`src/hdl/spl_pkg.sv`:
```
// ----------------------------------------------------------------------------
// spl_pkg: shared types and constants of the sorted priority list
// Request and status codes, controller-to-datapath command and status structs.
// ----------------------------------------------------------------------------
package spl_pkg;

	localparam int CAPACITY_DEF  = 16;
	localparam int DATA_BITS_DEF = 32;
	localparam int PRIO_BITS_DEF = 32;
	localparam int REQ_BITS      = 4;
	localparam int STATUS_BITS   = 2;
	localparam int COUNT_BITS    = 5;

	typedef enum logic [REQ_BITS-1:0] {
		REQ_INSERT     = 4'd0,
		REQ_PEEK_TAIL  = 4'd1,
		REQ_PEEK_HEAD  = 4'd2,
		REQ_POP_TAIL   = 4'd3,
		REQ_POP_HEAD   = 4'd4,
		REQ_FIND_DATA  = 4'd5,
		REQ_FIND_BOTH  = 4'd6,
		REQ_DEL_DATA   = 4'd7,
		REQ_DEL_BOTH   = 4'd8
	} req_t;

	typedef enum logic [STATUS_BITS-1:0] {
		ST_OK        = 2'd0,
		ST_EMPTY     = 2'd1,
		ST_NOT_FOUND = 2'd2,
		ST_FULL      = 2'd3
	} status_t;

	// controller commands to the datapath
	typedef struct packed {
		logic load;      // capture the request
		logic insert;    // shift in at insertion point
		logic remove;    // remove at the selected slot
		logic sel_tail;  // select the tail, else head / match
		logic sel_match; // select the first match
		logic use_prio;  // match on priority as well
		logic capture;   // register the selected entry as the result
	} dp_cmd_t;

	// datapath status to the controller
	typedef struct packed {
		logic empty;
		logic full;
		logic found;
	} dp_stat_t;

endpackage

```
`src/hdl/spl_ctrl.sv`:
```
// ----------------------------------------------------------------------------
// spl_ctrl: request sequencer
// Takes a transaction, issues one datapath command, then presents the result.
// ----------------------------------------------------------------------------
module spl_ctrl import spl_pkg::*; (
	input  logic                   clk,
	input  logic                   arst_n,
	input  logic                   in_valid,
	output logic                   in_stall,
	input  logic [REQ_BITS-1:0]    req_type,
	output logic                   out_valid,
	input  logic                   out_stall,
	output dp_cmd_t                cmd,
	input  dp_stat_t               stat,
	output logic [STATUS_BITS-1:0] status,
	output logic                   entry_ok
);

	typedef enum logic [1:0] {S_IDLE, S_EXEC, S_OUT} state_t;

	state_t            state_q;
	logic [REQ_BITS-1:0] req_q;
	logic [STATUS_BITS-1:0] status_q;
	logic              ok_q;
	logic              acc;
	logic              out_done;
	logic [STATUS_BITS-1:0] st_n;

	// accept when idle, or when the held result leaves this cycle
	assign out_done = (state_q == S_OUT) && !out_stall;
	assign in_stall = !((state_q == S_IDLE) || out_done);
	assign acc      = in_valid && !in_stall;
	assign out_valid = (state_q == S_OUT);
	assign status   = status_q;
	assign entry_ok = ok_q;

	// decode the held request into a status and datapath command
	always_comb begin
		cmd = '0;
		st_n = ST_NOT_FOUND;
		cmd.load = acc;
		if (state_q == S_EXEC) begin
			cmd.capture = 1'b1;
			unique case (req_q)
				REQ_INSERT: begin
					st_n = stat.full ? ST_FULL : ST_OK;
					cmd.insert = !stat.full;
				end
				REQ_PEEK_TAIL, REQ_PEEK_HEAD, REQ_POP_TAIL, REQ_POP_HEAD: begin
					st_n = stat.empty ? ST_EMPTY : ST_OK;
					cmd.sel_tail = (req_q == REQ_PEEK_TAIL) || (req_q == REQ_POP_TAIL);
					cmd.remove = !stat.empty &&
						((req_q == REQ_POP_TAIL) || (req_q == REQ_POP_HEAD));
				end
				REQ_FIND_DATA, REQ_FIND_BOTH, REQ_DEL_DATA, REQ_DEL_BOTH: begin
					cmd.sel_match = 1'b1;
					cmd.use_prio = (req_q == REQ_FIND_BOTH) || (req_q == REQ_DEL_BOTH);
					if (stat.empty)
						st_n = ((req_q == REQ_DEL_DATA) || (req_q == REQ_DEL_BOTH))
							? ST_EMPTY : ST_NOT_FOUND;
					else
						st_n = stat.found ? ST_OK : ST_NOT_FOUND;
					cmd.remove = stat.found &&
						((req_q == REQ_DEL_DATA) || (req_q == REQ_DEL_BOTH));
				end
				default: st_n = ST_NOT_FOUND;
			endcase
		end
	end

	// hold state and the registered result status
	always_ff @(posedge clk or negedge arst_n) begin
		if (!arst_n) begin
			state_q  <= S_IDLE;
			req_q    <= '0;
			status_q <= ST_OK;
			ok_q     <= 1'b0;
		end else begin
			unique case (state_q)
				S_IDLE: if (acc) begin
					state_q <= S_EXEC;
					req_q   <= req_type;
				end
				S_EXEC: begin
					state_q  <= S_OUT;
					status_q <= st_n;
					ok_q     <= (st_n == ST_OK);
				end
				S_OUT: if (acc) begin
					state_q <= S_EXEC;
					req_q   <= req_type;
				end else if (out_done) begin
					state_q <= S_IDLE;
				end
				default: state_q <= S_IDLE;
			endcase
		end
	end

endmodule

```
`config.mk`:
```
export PLATFORM = sky130hd
export DESIGN_NAME = spl_ctrl
export DESIGN_NICKNAME = d
export VERILOG_FILES = /design/src/hdl/spl_pkg.sv /design/src/hdl/spl_ctrl.sv
export SDC_FILE = /design/constraint.sdc
export NUM_CORES = 1
export LEC_CHECK = 0
export CORE_AREA = 4 4 41 43
export CTS_BUF_LIST = sky130_fd_sc_hd__clkbuf_8 sky130_fd_sc_hd__clkbuf_16
export DETAILED_ROUTE_END_ITERATION = 7
export DIE_AREA = 0 0 45 47
export DONT_BUFFER_PORTS = 1
export GPL_TIMING_DRIVEN = 0
export PLACE_DENSITY = 0.66
export SLEW_MARGIN = 10
export SYNTH_ARGS = -nofsm -noshare
export SYNTH_HDL_FRONTEND = slang
export SYNTH_SLANG_ARGS = --single-unit
```
`constraint.sdc`:
```
create_clock -name clk -period 2.7 [get_ports clk]
set_input_delay 0.27 -clock clk [delete_from_list [all_inputs] [get_ports clk]]
set_output_delay 0.27 -clock clk [all_outputs]
set_load 0.01 [all_outputs]
```
==> results of run 1 <==
[metal layers]
layer | GRT usage [%] | wire [um]
met1 | 12.5 | 513
met2 | 21.5 | 608
met3 | 6.13 | 81
met4 | 5.26 | 10
met5 | 0 | 0
[stage by stage]
stage                     utilization, %  power [uW]  setup slack [ns]
after CTS                           51.0         583             0.872
after floorplan                        -         388              1.26
after global placement              46.7         417              1.16
after global routing                51.0         616             0.801
final                               51.0         576             0.881
after detailed placement            46.7         425              1.12
[cells by family (layout without fill, tap and decap cells)]
kind of cell | Yosys count | after routing | share of synthesized area, %
DFF | 9 | 9 | 38.2
and+or+nand+nor | 30 | 30 | 29.1
AOI/OAI and AO/OA | 13 | 13 | 15.1
muxes | 3 | 3 | 5.73
buffers and inverters | 11 | 16 | 9.98
adders and majority gates | 1 | 1 | 1.91
[cells in the final DEF, fill, tap and decap left out]
cell type / count
a21oi_1: 4
dfrtp_1: 9
o21ai_1: 1
maj3_2: 1
buf_4: 1
o21ai_0: 2
nand3_1: 2
inv_1: 4
and2_1: 2
nand4b_1: 1
o311ai_2: 1
nor4_1: 1
and3b_1: 1
nor3b_1: 1
o21bai_1: 1
a22o_1: 1
inv_2: 1
nor2_1: 6
mux2_2: 3
nand2b_1: 3
or3_1: 1
buf_2: 5
nor4b_1: 1
buf_6: 1
nor2b_1: 2
clkbuf_8: 3
and4_1: 1
o31ai_1: 1
nand3b_1: 1
a21o_1: 1
nand4_1: 1
dlygate4sd3_1: 1
nor3_1: 3
nand2_1: 3
a31oi_1: 1
[power by group through the flow]
stage | Combinational (uW) | Sequential [uW] | Clock [uW]
after CTS | 207 | 220 | 156
after floorplan | 174 | 214 | 0
after detailed placement | 203 | 222 | 0
after global routing | 227 | 226 | 163
final | 204 | 220 | 152
after global placement | 198 | 219 | 0
[state kept, by name, indices dropped and copies added, names as in the netlist]
name and cells:
entry_ok 1, req_q 4, state_q 2, status 2
[synth_stat cells, drive strengths merged (3+ instances only)]
library cell  n  area share, %
dfrtp         9             38
inv           4            2.5
mux2          3            5.7
nand2b        3            3.2
o21ai         3            2.5
buf           7            7.4
a21oi         4            3.4
nor3          3            2.5
nor2          6            3.8
nand2         3            1.9
[repair_timing]
action,CTS,global route
hold endpoints to repair,9,0
hold buffers,1,0
buffers inserted,0,0
[final timing paths]
| check | startpoint | endpoint | cells past startpoint |
|---|---|---|---|
| max reg2reg | req_q[1] | entry_ok | 4 |
| min in group asynchronous | arst_n | status[0] | 1 |
| min | out_stall | state_q[1] | 2 |
| max | req_q[2] | cmd[4] | 5 |
| min reg2reg | status[1] | status[1] | 2 |
| max in group asynchronous | arst_n | req_q[1] | 1 |
[cell type report]
type	count	area share (%)
buffer	7	6.60
clock buffer	3	6.23
clock inverter	1	0.566
inverter	4	2.26
multi-input combinational	47	46.0
sequential	9	34.0
tap	15	2.83
timing repair buffer	1	1.51
==> reports/metrics.cfg, run 1 <==
[critical_path]
critical_path.top_delay_family=compound AO/OA/AOI/OAI gates
critPathMaxFanout=10
reg2reg_slack_ns=1.30
worstSetupPathType=flip-flop to output pin
cp_slowest_cell=dfrtp_1
cp.arrival_ns=1.55
crit_path_start_kind=flip-flop
required_ns=2.43
end_kind=output pin
max_stage_delay_ns=0.33
crit_path_cell_trace=buf_6, nor3b_1, o21bai_1, a21o_1, a21oi_1
crit_buf_inv=1

[cells_and_area]
drive_above_1_share_pct=22.2
seq_area_sq_um=225
diodes=0
fin_area_sq_um=663
multi_input_area_sq_um=305
fin_cells=87
area_growth_pct=12.5
fillers=128
nets=84

[power_and_ir_drop]
ir_worst_vdd_v=0.000534
pwr-share-comb_pct=35.5
p_sw_share_pct=35.7
powerDensity_nw_per_um2=868
leakage_uw=0.000282
p_sw_uw=205
internal-power_uw=370
pwr-share-clk_pct=26.3
seq_power_share_pct=38.2

[yosys]
ys_types=33
ys.flop_type=dfrtp_1
synth-seq-cells=9
netlist_area_sq_um=589
synth_area_per_cell_sq_um=8.80
synth_cells=67
syn_nets=78
synth_seq_area_share_pct=38.2
synth_edf_count=0
synthArstFlopShare_pct=100
yosysWarningCount=0

[drt]
wl_mm=1.21
drt_iter0_markers=8
viasPerCell=5.47
vias=476
firstDrtPassIters=4
wire_per_inst_um=14.0
drcViolationCount=0
drtAntennaViolNets=0

[status]
status=finished clean

[timing]
finalHoldViolations=0
fin_worst_skew_ns=0.00331
fin_crit_ns=1.82
max_freq_mhz=550
drv_slew=0
rsz0062_at_grt=false
fin_tns_setup_ns=0
worst-slew-pin-transition_ns=0.605
relSlewSlack_pct=59.1
period_share_pct=67.4
whs_ns=0.153
setup_viol=0

[die]
start_util_pct=45.3
dieArea_sq_um=2120
die_h_um=47
die_w_um=45
io_pins=23
rows=13
coreArea_sq_um=1300

[clocking]
cts.reportedPaths.clkPinSlew_ns=0.05
worstSkewPairLatency_ns=0.23
root_buffer=clkbuf_8
cts_resized=0
cts.htree.levels=1
cts.sinks=9
cts.path.max_buffers=2
cts-buffers-inserted=3
cts_tree=done

[placement]
place_area_sq_um=608
place_congestion=0.703
dp.cells=82
dp_hpwl_um=967
port_buffers=0

[global_route]
antenna_found_initial=0
groute.usage.overall_pct=12.3
grt_pass1_wl_mm=1.83
grt_overflow=0
grt_start_max_net_pins=11
grt_pass1_vias=448

[hold_path]
hold_class=input port to flip-flop

[flow_run]
drv_cap=0

(Power assumes the default switching activity.)
==> run 2, diff against run 1 <==
--- a/config.mk
+++ b/config.mk
@@ -11,7 +11,7 @@
 export DIE_AREA = 0 0 45 47
 export DONT_BUFFER_PORTS = 1
 export GPL_TIMING_DRIVEN = 0
-export PLACE_DENSITY = 0.66
+export PLACE_DENSITY = 0.68
 export SLEW_MARGIN = 10
 export SYNTH_ARGS = -nofsm -noshare
 export SYNTH_HDL_FRONTEND = slang
==> constraint.sdc (replaced) <==
create_clock -name clk -period 1.5 [get_ports clk]
set_input_delay 0.15 -clock clk [delete_from_list [all_inputs] [get_ports clk]]
set_output_delay 0.15 -clock clk [all_outputs]
set_load 0.01 [all_outputs]
==> reports/metrics.cfg, run 2 (synthesis gave the netlist of run 1 again) <==
[clocking]
cts_tree=done  ; unchanged
root_buffer=clkbuf_8  ; unchanged
cts-buffers-inserted=3  ; unchanged
cts.path.max_buffers=2  ; unchanged
cts.sinks=9  ; unchanged
cts.htree.levels=1  ; unchanged
worstSkewPairLatency_ns=0.23  ; about the same
cts.reportedPaths.clkPinSlew_ns=0.04  ; was 0.05 ns

[cells_and_area]
multi_input_area_sq_um=370  ; was 305 sq um
regMostFlops=req_q  ; unchanged
seq_area_sq_um=228  ; was 225 sq um
final_common_cell=dfrtp_1  ; unchanged
final_cell_mix=7 x dfrtp_1, 6 x nor2_1, 5 x buf_4  ; was 9 x dfrtp_1, 6 x nor2_1, 5 x buf_2
drive_above_1_share_pct=41.0  ; was 22.2%
fin_area_sq_um=786  ; was 663 sq um
area_growth_pct=33.3  ; was 12.5%
fillers=116  ; was 128
nets=90  ; was 84
largest_reg_flops=4  ; unchanged
diodes=0  ; unchanged
fin_util_pct=60.4  ; was 51.0%

[hold_path]
min_to=state_q[1]  ; unchanged
hold_class=input port to flip-flop  ; unchanged
min_path_cells=2  ; unchanged
min_from=out_stall  ; unchanged

[timing]
finalHoldViolations=0  ; unchanged
worst_slack_ns=-0.0188  ; was 0.881 ns
max_freq_mhz=658
fin_worst_skew_ns=0.00207  ; was 0.00331 ns
relSlewSlack_pct=72.6  ; was 59.1%
whs_ns=0.0332  ; was 0.153 ns
rsz0062_at_grt=true  ; was false
setup_viol=2  ; was 0
drv_slew=0  ; unchanged
worst-slew-pin-transition_ns=0.410  ; was 0.605 ns
fin_crit_ns=1.52
period_share_pct=101

[drt]
vias=529  ; was 476
drcViolationCount=0  ; unchanged
viasPerCell=5.69  ; was 5.47
drt_iter0_markers=9  ; was 8
drtAntennaViolNets=0  ; unchanged
wire_per_inst_um=16.1  ; was 14.0 um
wl_mm=1.49  ; was 1.21 mm
firstDrtPassIters=4  ; unchanged

[power_and_ir_drop]
ir_worst_vdd_v=0.00104  ; was 0.000534 V
pwr-share-comb_pct=42.9  ; was 35.5%
seq_power_share_pct=34.6  ; was 38.2%
leakage_uw=0.000332  ; was 0.000282 uW
p_sw_share_pct=37.6  ; was 35.7%
pwr-share-clk_pct=22.5  ; was 26.3%
powerDensity_nw_per_um2=1520  ; was 868 nW/um^2
p_sw_uw=451  ; was 205 uW
internal-power_uw=747  ; was 370 uW

[critical_path]
crit_buf_inv=1  ; unchanged
crit_path_start_kind=flip-flop  ; unchanged
reg2reg_depth=4  ; unchanged
r2r-start=req_q[1]  ; unchanged
reg2reg_slack_ns=0.04  ; was 1.30 ns
critical_path.top_delay_family=compound AO/OA/AOI/OAI gates  ; unchanged
max_stage_delay_ns=0.43  ; was 0.33 ns
crit_path_cell_trace=buf_6, and3b_1, o21bai_1, a21o_1, a21oi_2  ; was buf_6, nor3b_1, o21bai_1, a21o_1, a21oi_1
reg2reg_to=entry_ok  ; unchanged
end_kind=output pin  ; unchanged
worstSetupPathType=flip-flop to output pin  ; unchanged
cp.arrival_ns=1.37  ; was 1.55 ns
cp_slowest_cell=dfrtp_2  ; was dfrtp_1
required_ns=1.35  ; was 2.43 ns
critPathMaxFanout=6  ; was 10

[die]
coreArea_sq_um=1300  ; unchanged
io_pins=23  ; unchanged
dieArea_sq_um=2120  ; unchanged
die_w_um=45  ; unchanged
die_h_um=47  ; unchanged
start_util_pct=45.3  ; unchanged
rows=13  ; unchanged

[global_route]
grt_start_max_net_pins=11  ; unchanged
grt_pass1_wl_mm=2.06  ; was 1.83 mm
antenna_found_initial=0  ; unchanged
groute.usage.overall_pct=13.5  ; was 12.3%
grt_overflow=0  ; unchanged
grt_pass1_vias=489  ; was 448

[placement]
place_area_sq_um=608  ; unchanged
place_congestion=0.732  ; was 0.703
port_buffers=0  ; unchanged
dp_hpwl_mm=1.01  ; was 967 um

[flow_run]
drv_cap=0  ; unchanged

[status]
violations=negative setup slack
status=finished with violations  ; was finished clean

==> run 2: cell count changes in the layout (fill, tap and decap cells not counted), sizes merged <==
cell    delta
buf        +5
clkbuf     +1
==> run 2: area by class of cell <==
type / count / area share, %
flip-flops and latches: 9 / 29.0
inverters: 4 / 1.91
plain buffers: 7 / 7.48
well taps: 15 / 2.39
clock buffers: 3 / 5.25
repair buffers: 7 / 6.37
clock inverters: 1 / 0.478
multi-input cells: 47 / 47.1
==> run 2: power groups by stage <==
stage	logic, uW	registers (uW)	clock network (uW)
6_report	514	415	269
5_1_grt	561	425	292
4_1_cts	419	403	272
3_5_place_dp	367	400	0
3_3_place_gp	356	393	0
2_1_floorplan	313	385	0
==> run 2: through the flow <==
step / worst slack, ns / TNS [ns] / power (uW) / cells
after floorplan: 0.177 / 0 / 698 / 67
after global placement: 0.0657 / 0 / 749 / 82
after detailed placement: 0.0511 / 0 / 768 / 82
after CTS: -0.0402 / -0.0448 / 1090 / 87
after global routing: -0.111 / -0.384 / 1280 / 93
final: -0.0188 / -0.0200 / 1200 / 93
==> run 2: worst max-delay path by stage <==
stage               startpoint  endpoint  slack (ns)  depth (start not counted)
finish                req_q[1]    cmd[4]       -0.02                          5
global route          req_q[2]    cmd[2]       -0.11                          5
CTS                   req_q[0]    cmd[4]       -0.04                          5
detailed placement    req_q[2]    cmd[4]        0.05                          5
global placement      req_q[2]    cmd[4]        0.07                          5
floorplan             req_q[2]    cmd[4]        0.18                          5
==> run 2: worst reg2reg max path, cell delays in order, from the launching register on <==
cell and delay [ns]:
dfrtp_2 0.45, or3_1 0.44, o21ai_1 0.16, and4_1 0.22, a22o_1 0.12
==> run 2: what timing repair did <==
item	4_1_cts	5_1_grt
gates resized for setup	11	8
hold buffers	1	0
setup endpoints to repair	4	5
hold endpoints to repair	9	0
pin swaps	0	2
gates cloned	0	2
setup buffers	0	4
==> run 2: per-layer routing <==
metal / track usage [%] / part of all wire [%] / vias up
li1: - / - / 256
met1: 15.6 / 39 / 246
met2: 23.2 / 52 / 27
met3: 5.75 / 8.8 / 0
met4: 3.51 / 0 / 0
met5: 0 / 0 / -
